### src/rtl/rmve_pkg.sv
// Shared types and constants of the running mean and variance estimator.
// Depends on nothing; every other file refers to it by scoped names.
package rmve_pkg;

  localparam int DATA_W  = 32;  // sample, mean and variance width
  localparam int FRAC_W  = 16;  // fraction bits of the Q format
  localparam int COUNT_W = 32;  // sample counter width
  localparam int TOL_W   = 16;  // tolerance register width

  localparam int MAG_W   = DATA_W + 1;       // |sample - mean|
  localparam int PROD_W  = 2 * MAG_W;        // multiplier result
  localparam int DIVD_W  = 2 * DATA_W;       // divider dividend
  localparam int SQ_W    = 2 * DATA_W + 1 - FRAC_W;  // scaled square width
  localparam int LEN_W   = 7;                // divider step count width

  localparam logic [LEN_W-1:0] LEN_MEAN = LEN_W'(MAG_W);
  localparam logic [LEN_W-1:0] LEN_VAR  = LEN_W'(DIVD_W);
  localparam logic [LEN_W-1:0] LEN_SQ   = LEN_W'(SQ_W);

  localparam logic [COUNT_W-1:0] COUNT_MAX = '1;
  localparam logic [DATA_W-1:0]  VAR_MAX   = '1;

  localparam logic [TOL_W-1:0] MEAN_TOL_RST = TOL_W'(655);
  localparam logic [TOL_W-1:0] VAR_TOL_RST  = TOL_W'(66);

  // configuration register indexes
  localparam logic CFG_MEAN_TOL = 1'b0;
  localparam logic CFG_VAR_TOL  = 1'b1;

  typedef enum logic [3:0] {
    ST_IDLE,
    ST_PREP,
    ST_MUL_V,
    ST_DIVV_GO,
    ST_DIVV_WAIT,
    ST_MUL_S,
    ST_DIVS_GO,
    ST_DIVS_WAIT,
    ST_DIVM_GO,
    ST_DIVM_WAIT,
    ST_FIN
  } state_t;

  // request to the serial divider; dividend is left aligned
  typedef struct packed {
    logic               start;
    logic [LEN_W-1:0]   len;
    logic [DIVD_W-1:0]  dividend;
    logic [DATA_W-1:0]  divisor;
  } div_req_t;

endpackage

### src/rtl/rmve_mul.sv
// Registered multiplier shared by the two products of a variance update.
// Depends on rmve_pkg for operand widths.
module rmve_mul (
  input  logic                         clk,
  input  logic                         en,
  input  logic [rmve_pkg::MAG_W-1:0]   a,
  input  logic [rmve_pkg::MAG_W-1:0]   b,
  output logic [rmve_pkg::PROD_W-1:0]  p
);

  always_ff @(posedge clk) begin
    if (en) begin
      p <= rmve_pkg::PROD_W'(a) * rmve_pkg::PROD_W'(b);
    end
  end

endmodule

### src/rtl/rmve_div.sv
// Restoring serial divider, one quotient bit per cycle, shared by all quotients.
// Depends on rmve_pkg for div_req_t and widths.
module rmve_div (
  input  logic                         clk,
  input  logic                         rst,
  input  rmve_pkg::div_req_t           req,
  output logic                         done,
  output logic [rmve_pkg::DIVD_W-1:0]  quotient
);

  logic [rmve_pkg::DATA_W-1:0] rem;
  logic [rmve_pkg::DATA_W-1:0] dvs;
  logic [rmve_pkg::LEN_W-1:0]  cnt;
  logic                        busy;
  logic [rmve_pkg::DATA_W:0]   rem_sh;
  logic                        ge;

  assign rem_sh = {rem, quotient[rmve_pkg::DIVD_W-1]};
  assign ge     = rem_sh >= {1'b0, dvs};

  always_ff @(posedge clk) begin
    if (rst) begin
      busy <= 1'b0;
      done <= 1'b0;
      cnt  <= '0;
    end else begin
      done <= !req.start && busy && (cnt == rmve_pkg::LEN_W'(1));
      if (req.start) begin
        busy <= 1'b1;
        cnt  <= req.len;
      end else if (busy) begin
        cnt <= cnt - 1'b1;
        if (cnt == rmve_pkg::LEN_W'(1)) begin
          busy <= 1'b0;
        end
      end
    end
  end

  // dividend bits shift out the top while quotient bits fill in at the bottom
  always_ff @(posedge clk) begin
    if (req.start) begin
      rem      <= '0;
      dvs      <= req.divisor;
      quotient <= req.dividend;
    end else if (busy) begin
      rem      <= ge ? rmve_pkg::DATA_W'(rem_sh - {1'b0, dvs}) : rem_sh[rmve_pkg::DATA_W-1:0];
      quotient <= {quotient[rmve_pkg::DIVD_W-2:0], ge};
    end
  end

endmodule

### src/rtl/running_mean_variance_estimator.sv
// Top level: sequencer and state of the running mean and variance estimator.
// Depends on rmve_pkg, rmve_mul and rmve_div.
//
//   channel   direction  signals
//   sample    in         sample_valid, sample_ready, sample
//   result    out        result_valid, result_ready, mean_estimate,
//                        variance_estimate, sample_count, converged
//   config    in         cfg_write, cfg_index, cfg_data
//
// The first sample after reset goes from accept and prepare to the result write.
// Every later sample runs three divisions (64, 49 and 33 quotient bits) one after
// another through the serial divider at one bit per cycle, each with a start and a
// finish state, plus accept, prepare, two multiplies and the result write.
// Reset returns mean, variance and count to zero and the tolerances to defaults.
// A finished result waits in the output register; a stalled result side holds
// the last step of the next sample until the register is free.
module running_mean_variance_estimator (
  input  logic                          clk,
  input  logic                          rst,
  input  logic                          sample_valid,
  output logic                          sample_ready,
  input  logic signed [31:0]            sample,
  output logic                          result_valid,
  input  logic                          result_ready,
  output logic signed [31:0]            mean_estimate,
  output logic [31:0]                   variance_estimate,
  output logic [31:0]                   sample_count,
  output logic                          converged,
  input  logic                          cfg_write,
  input  logic                          cfg_index,
  input  logic [15:0]                   cfg_data
);

  rmve_pkg::state_t state, state_next;

  logic [rmve_pkg::TOL_W-1:0]   mean_tol;
  logic [rmve_pkg::TOL_W-1:0]   var_tol;
  logic [rmve_pkg::DATA_W-1:0]  mean_reg;
  logic [rmve_pkg::DATA_W-1:0]  variance_reg;
  logic [rmve_pkg::COUNT_W-1:0] count_reg;

  logic [rmve_pkg::DATA_W-1:0]  x;
  logic [rmve_pkg::COUNT_W-1:0] n;
  logic [rmve_pkg::MAG_W-1:0]   ad;
  logic                         neg;
  logic                         first;
  logic [rmve_pkg::DATA_W-1:0]  keep;
  logic [rmve_pkg::SQ_W-1:0]    sq_q;
  logic [rmve_pkg::MAG_W-1:0]   stepm;

  logic                         mul_en;
  logic [rmve_pkg::MAG_W-1:0]   mul_a;
  logic [rmve_pkg::MAG_W-1:0]   mul_b;
  logic [rmve_pkg::PROD_W-1:0]  prod;

  rmve_pkg::div_req_t           dreq;
  logic                         div_done;
  logic [rmve_pkg::DIVD_W-1:0]  quot;

  logic [rmve_pkg::MAG_W-1:0]   diff;
  logic [rmve_pkg::DATA_W:0]    vsum;
  logic                         vsat;
  logic [rmve_pkg::DATA_W-1:0]  new_v;
  logic [rmve_pkg::DATA_W-1:0]  new_m;
  logic [rmve_pkg::DATA_W-1:0]  dv;
  logic                         conv;
  logic                         out_free;

  rmve_mul u_mul (
    .clk (clk),
    .en  (mul_en),
    .a   (mul_a),
    .b   (mul_b),
    .p   (prod)
  );

  rmve_div u_div (
    .clk      (clk),
    .rst      (rst),
    .req      (dreq),
    .done     (div_done),
    .quotient (quot)
  );

  assign sample_ready = (state == rmve_pkg::ST_IDLE);
  assign out_free     = !result_valid || result_ready;

  assign diff = {x[rmve_pkg::DATA_W-1], x} - {mean_reg[rmve_pkg::DATA_W-1], mean_reg};

  // finishing arithmetic: saturating variance sum, mean step, convergence test
  assign vsum  = {1'b0, keep} + {1'b0, sq_q[rmve_pkg::DATA_W-1:0]};
  assign vsat  = (|sq_q[rmve_pkg::SQ_W-1:rmve_pkg::DATA_W]) || vsum[rmve_pkg::DATA_W];
  assign new_v = first ? '0 : (vsat ? rmve_pkg::VAR_MAX : vsum[rmve_pkg::DATA_W-1:0]);
  assign new_m = first ? x :
                 (neg ? mean_reg - stepm[rmve_pkg::DATA_W-1:0]
                      : mean_reg + stepm[rmve_pkg::DATA_W-1:0]);
  assign dv    = (new_v > variance_reg) ? new_v - variance_reg : variance_reg - new_v;
  assign conv  = !first && (stepm < rmve_pkg::MAG_W'(mean_tol))
                        && (dv < rmve_pkg::DATA_W'(var_tol));

  always_ff @(posedge clk) begin
    if (rst) begin
      state <= rmve_pkg::ST_IDLE;
    end else begin
      state <= state_next;
    end
  end

  always_comb begin
    state_next    = state;
    mul_en        = 1'b0;
    mul_a         = ad;
    mul_b         = ad;
    dreq.start    = 1'b0;
    dreq.len      = rmve_pkg::LEN_MEAN;
    dreq.dividend = {ad, (rmve_pkg::DIVD_W - rmve_pkg::MAG_W)'(0)};
    dreq.divisor  = n;
    case (state)
      rmve_pkg::ST_IDLE: begin
        if (sample_valid) state_next = rmve_pkg::ST_PREP;
      end
      rmve_pkg::ST_PREP: begin
        state_next = (count_reg == '0) ? rmve_pkg::ST_FIN : rmve_pkg::ST_MUL_V;
      end
      rmve_pkg::ST_MUL_V: begin
        mul_en     = 1'b1;
        mul_a      = rmve_pkg::MAG_W'(n - 2'd2);
        mul_b      = rmve_pkg::MAG_W'(variance_reg);
        state_next = rmve_pkg::ST_DIVV_GO;
      end
      rmve_pkg::ST_DIVV_GO: begin
        dreq.start    = 1'b1;
        dreq.len      = rmve_pkg::LEN_VAR;
        dreq.dividend = prod[rmve_pkg::DIVD_W-1:0];
        dreq.divisor  = n - 1'b1;
        state_next    = rmve_pkg::ST_DIVV_WAIT;
      end
      rmve_pkg::ST_DIVV_WAIT: begin
        if (div_done) state_next = rmve_pkg::ST_MUL_S;
      end
      rmve_pkg::ST_MUL_S: begin
        mul_en     = 1'b1;
        state_next = rmve_pkg::ST_DIVS_GO;
      end
      rmve_pkg::ST_DIVS_GO: begin
        dreq.start    = 1'b1;
        dreq.len      = rmve_pkg::LEN_SQ;
        dreq.dividend = {prod[rmve_pkg::PROD_W-2:rmve_pkg::FRAC_W],
                         (rmve_pkg::DIVD_W - rmve_pkg::SQ_W)'(0)};
        state_next    = rmve_pkg::ST_DIVS_WAIT;
      end
      rmve_pkg::ST_DIVS_WAIT: begin
        if (div_done) state_next = rmve_pkg::ST_DIVM_GO;
      end
      rmve_pkg::ST_DIVM_GO: begin
        dreq.start = 1'b1;
        state_next = rmve_pkg::ST_DIVM_WAIT;
      end
      rmve_pkg::ST_DIVM_WAIT: begin
        if (div_done) state_next = rmve_pkg::ST_FIN;
      end
      rmve_pkg::ST_FIN: begin
        if (out_free) state_next = rmve_pkg::ST_IDLE;
      end
      default: state_next = rmve_pkg::ST_IDLE;
    endcase
  end

  // working registers of one update
  always_ff @(posedge clk) begin
    case (state)
      rmve_pkg::ST_IDLE: begin
        if (sample_valid) x <= sample;
      end
      rmve_pkg::ST_PREP: begin
        first <= (count_reg == '0);
        n     <= (count_reg == '0) ? rmve_pkg::COUNT_W'(1) :
                 (count_reg == rmve_pkg::COUNT_MAX) ? rmve_pkg::COUNT_MAX :
                 count_reg + 1'b1;
        neg   <= diff[rmve_pkg::MAG_W-1];
        ad    <= diff[rmve_pkg::MAG_W-1] ? -diff : diff;
      end
      rmve_pkg::ST_DIVV_WAIT: begin
        if (div_done) keep <= quot[rmve_pkg::DATA_W-1:0];
      end
      rmve_pkg::ST_DIVS_WAIT: begin
        if (div_done) sq_q <= quot[rmve_pkg::SQ_W-1:0];
      end
      rmve_pkg::ST_DIVM_WAIT: begin
        if (div_done) stepm <= quot[rmve_pkg::MAG_W-1:0];
      end
      default: ;
    endcase
  end

  // estimator state and result register
  always_ff @(posedge clk) begin
    if (rst) begin
      mean_reg     <= '0;
      variance_reg <= '0;
      count_reg    <= '0;
      result_valid <= 1'b0;
      mean_tol     <= rmve_pkg::MEAN_TOL_RST;
      var_tol      <= rmve_pkg::VAR_TOL_RST;
    end else begin
      if (cfg_write) begin
        case (cfg_index)
          rmve_pkg::CFG_MEAN_TOL: mean_tol <= cfg_data;
          rmve_pkg::CFG_VAR_TOL:  var_tol  <= cfg_data;
          default: ;
        endcase
      end
      if (state == rmve_pkg::ST_FIN && out_free) begin
        mean_reg     <= new_m;
        variance_reg <= new_v;
        count_reg    <= n;
        result_valid <= 1'b1;
      end else if (result_valid && result_ready) begin
        result_valid <= 1'b0;
      end
    end
  end

  always_ff @(posedge clk) begin
    if (state == rmve_pkg::ST_FIN && out_free) begin
      mean_estimate     <= new_m;
      variance_estimate <= new_v;
      sample_count      <= n;
      converged         <= conv;
    end
  end

endmodule

### config.mk
export PLATFORM = sky130hd
export DESIGN_NAME = running_mean_variance_estimator
export DESIGN_NICKNAME = d
export VERILOG_FILES = /design/src/rtl/rmve_pkg.sv /design/src/rtl/rmve_mul.sv /design/src/rtl/rmve_div.sv /design/src/rtl/running_mean_variance_estimator.sv
export SDC_FILE = /design/constraint.sdc
export NUM_CORES = 2
export LEC_CHECK = 0
export CAP_MARGIN = 20
export CORE_MARGIN = 2
export CORE_UTILIZATION = 50
export DETAILED_ROUTE_END_ITERATION = 12
export DONT_BUFFER_PORTS = 1
export GPL_TIMING_DRIVEN = 0
export MAX_ROUTING_LAYER = met4
export PLACE_DENSITY = 0.68
export SLEW_MARGIN = 30
export SYNTH_ARGS = -nofsm -noshare
export SYNTH_HDL_FRONTEND = slang
export SYNTH_SLANG_ARGS = --single-unit
### constraint.sdc
create_clock -name clk -period 9.9 [get_ports clk]
set_input_delay 1.98 -clock clk [delete_from_list [all_inputs] [get_ports clk]]
set_output_delay 1.98 -clock clk [all_outputs]
set_load 0.1 [all_outputs]
==> impl_metrics.json <==
{
  "cp_max_fo": 10,
  "largest_reg_flops": 65,
  "dieArea_um2": 145000,
  "start_util": 0.503,
  "clk_transition_reported_paths_ns": 0.07,
  "synth_top_area_cell": "fa_1",
  "clkLatencyLatePin_ns": 0.71,
  "row_count": 138,
  "drive_gt1_frac": 0.123,
  "violations": "negative setup slack",
  "dr.pass1.iters": 11,
  "worst_pin_slew_ns": 1.10,
  "min_period_ns": 10.34,
  "avgRoutedWirePerCell_um": 30.7,
  "hold_path_class": "reg2reg",
  "yosys_warnings": 0,
  "max_stage_delay_ns": 0.61,
  "synthArstFlopShare": 0,
  "gp_congestion": 1.07,
  "drv_cap": 0,
  "grt_pass1_vias": 60000,
  "synth_top_area_frac": 0.271,
  "dieWidth_um": 381,
  "ant_nets": 0,
  "num_vias": 60800,
  "fin_nets": 9546,
  "cp_slowest_cell": "fa_1",
  "numCtsBuffers": 74,
  "portBuffers": 0,
  "synthToLayoutAreaGrowth_pct": 14.8,
  "path_common_cell": "fa_1",
  "netlist_top_cells_area": "fa_1 (27%), edfxtp_1 (20%), ha_1 (8.6%), inv_1 (6.2%), nand2_1 (5.3%)",
  "cts_tree": "yes",
  "synthCells": 7755,
  "fin_setup_tns_ns": -5.15,
  "htreeDepth": 3,
  "netlist_area_um2": 71200,
  "synth_edf_count": 471,
  "cts-root-buf": "clkbuf_16",
  "top_register": "u_mul.p",
  "n_fill_cell": 12500,
  "status": "complete, but fails checks",
  "grt.overflow.total": 0,
  "grt_usage": 0.434,
  "route.detailed.drc": 0,
  "grt_max_degree": 47,
  "arrival_ns": 10.80,
  "hold_viol": 0,
  "holdBufCountCts": 0,
  "slew_headroom": 0.264,
  "ys.flop_type": "edfxtp_1",
  "synth_cell_types": 104,
  "drt-total-wl_um": 308000,
  "rrSetupSlack_ns": -0.44,
  "finClkSkew_ns": 0.0788,
  "antenna_found_initial": 22,
  "timing.final.crit_share": 1.04,
  "setup_violations": 21,
  "drt_iter0_drc": 7317,
  "criticalPathCategory": "reg2reg",
  "clk_path_buf_depth": 3,
  "cp-end-kind": "flip-flop",
  "report.final.slew_viol_count": 0,
  "rsz0062_at_grt": "yes",
  "clkSinkCount": 645,
  "place_hpwl_um": 248000,
  "ys_seq_area_frac": 0.248,
  "yosys_register_bits": 645,
  "startpoint_type": "flip-flop",
  "cp.required_ns": 10.36,
  "syn_nets": 9259,
  "avgSynthCellArea_um2": 9.18,
  "core-area_um2": 141000,
  "design.portCount": 153,
  "grt_pass1_wl_um": 434000,
  "clock.fmax_mhz": 96.7,
  "via_per_inst": 6.08,
  "fin_ws_ns": -0.443,
  "die_h_um": 381,
  "top_regs": "u_mul.p: 65 flops, u_div.quotient: 64 flops, sq_q: 49 flops"
}
logic make-up after synthesis:
| family | count (synthesis) | share of synthesized area |
|---|---|---|
| adder cells (fa/ha/maj) | 1450 | 0.356 |
| AO/OA/AOI/OAI | 1295 | 0.117 |
| multiplexers | 53 | 0.00759 |
| AND/OR/NAND/NOR | 2422 | 0.147 |
| XOR/XNOR | 344 | 0.0423 |
| buffers and inverters | 1546 | 0.0822 |
| flip-flops | 645 | 0.248 |
metal layers:
| layer | vias up | global-route usage | share of wire |
|---|---|---|---|
| met5 | - | - | 0 |
| met4 | 0 | 0.268 | 0.077 |
| met3 | 768 | 0.113 | 0.11 |
| met2 | 3559 | 0.622 | 0.43 |
| met1 | 30600 | 0.550 | 0.38 |
| li1 | 25900 | - | - |
timing repair:
item | CTS | global route
endpoints found under the hold margin | 0 | 0
endpoints found under the setup margin | 52 | 38
setup buffers | 127 | 71
gates resized for setup | 555 | 238
pin swaps | 132 | 103
cloned | 2 | 0
metrics by stage:
step | util | area (µm²) | cells | setup slack, ns | hold slack [ns]
global placement | 0.520 | 73600 | 9645 | -4.58 | 0.434
global route | 0.578 | 81700 | 10000 | -0.743 | 0.442
detailed placement | 0.527 | 74600 | 9689 | -3.79 | 0.433
finish | 0.578 | 81700 | 10000 | -0.443 | 0.421
CTS | 0.568 | 80400 | 9931 | -0.371 | 0.412
floorplan | - | 71200 | 7755 | 0.00733 | 0.421
path summary, 6_finish.rpt:
| path | startpoint | endpoint | depth (start not counted) |
|---|---|---|---|
| worst max-delay path | n[19]$_SDFFCE_PP0P_ | u_mul.p[63]$_DFFE_PP_ | 31 |
| worst min-delay path | u_div.quotient[40]$_DFFE_PP_ | sq_q[40]$_DFFE_PP_ | 0 |
| worst max register to register | n[19]$_SDFFCE_PP0P_ | u_mul.p[63]$_DFFE_PP_ | 31 |
| worst min register to register | u_div.quotient[40]$_DFFE_PP_ | sq_q[40]$_DFFE_PP_ | 0 |
synthesized netlist by cell type, types with 39 or more instances:
master    instances
ha_1            487
fa_1            963
nand3_1          82
nand2_1         998
clkbuf_1        335
xor2_1          129
edfxtp_1        471
nor3_1           72
a222oi_1         49
a21oi_1         445
o21a_1           61
and3_1           55
dfxtp_1         174
xnor2_1         215
a31oi_1          49
a21o_1          118
inv_1          1168
nand4_1          39
mux2i_1          45
nor2b_1          44
o21ai_1          46
o21ai_0         213
nor2_1          893
o21bai_1         46
a211oi_1         55
worst max-delay path: cells and delay by family (launching register included):
family,cells,cell delay (ns)
fa+ha+maj,9,4.39
compound gates,10,2.47
simple gates,6,1.73
buf+inv,4,0.62
flops,1,0.52
xor+xnor,2,0.34
cell type report:
class	count	area, µm²	share of cell area
Antenna cell	16	40.0	0.000490
Buffer	345	2010	0.0246
Clock buffer	95	2060	0.0253
Clock inverter	43	549	0.00672
Inverter	1169	4400	0.0539
Multi-Input combinational cell	5565	50300	0.616
Sequential cell	645	17600	0.216
Tap cell	1890	2360	0.0289
Timing Repair Buffer	242	2350	0.0288
cells in the final DEF (no fill, tap or decap), types with 29 or more instances in the layout:
master / instances
o21a_1: 45
fa_1: 931
o21ai_4: 39
nand2_1: 971
o21ai_0: 185
inv_2: 29
xor2_1: 119
clkbuf_16: 89
buf_4: 185
inv_1: 1134
a21oi_1: 415
o21bai_1: 45
nand2b_1: 34
a21o_1: 118
dfxtp_1: 173
a211oi_1: 51
nand3_1: 77
nor3_1: 58
nand4_1: 39
nor2b_1: 42
xnor2_1: 201
clkbuf_2: 68
a31oi_1: 45
and3_1: 54
nor2_1: 855
and2_1: 35
edfxtp_1: 471
fa_2: 32
o21ai_2: 33
a222oi_1: 49
ha_1: 457
or2_2: 33
clkbuf_1: 189
buf_6: 39
Power is left out: the tool's default activity adds up to more than one toggle a clock period on the data nets, which glitch-free logic cannot reach.
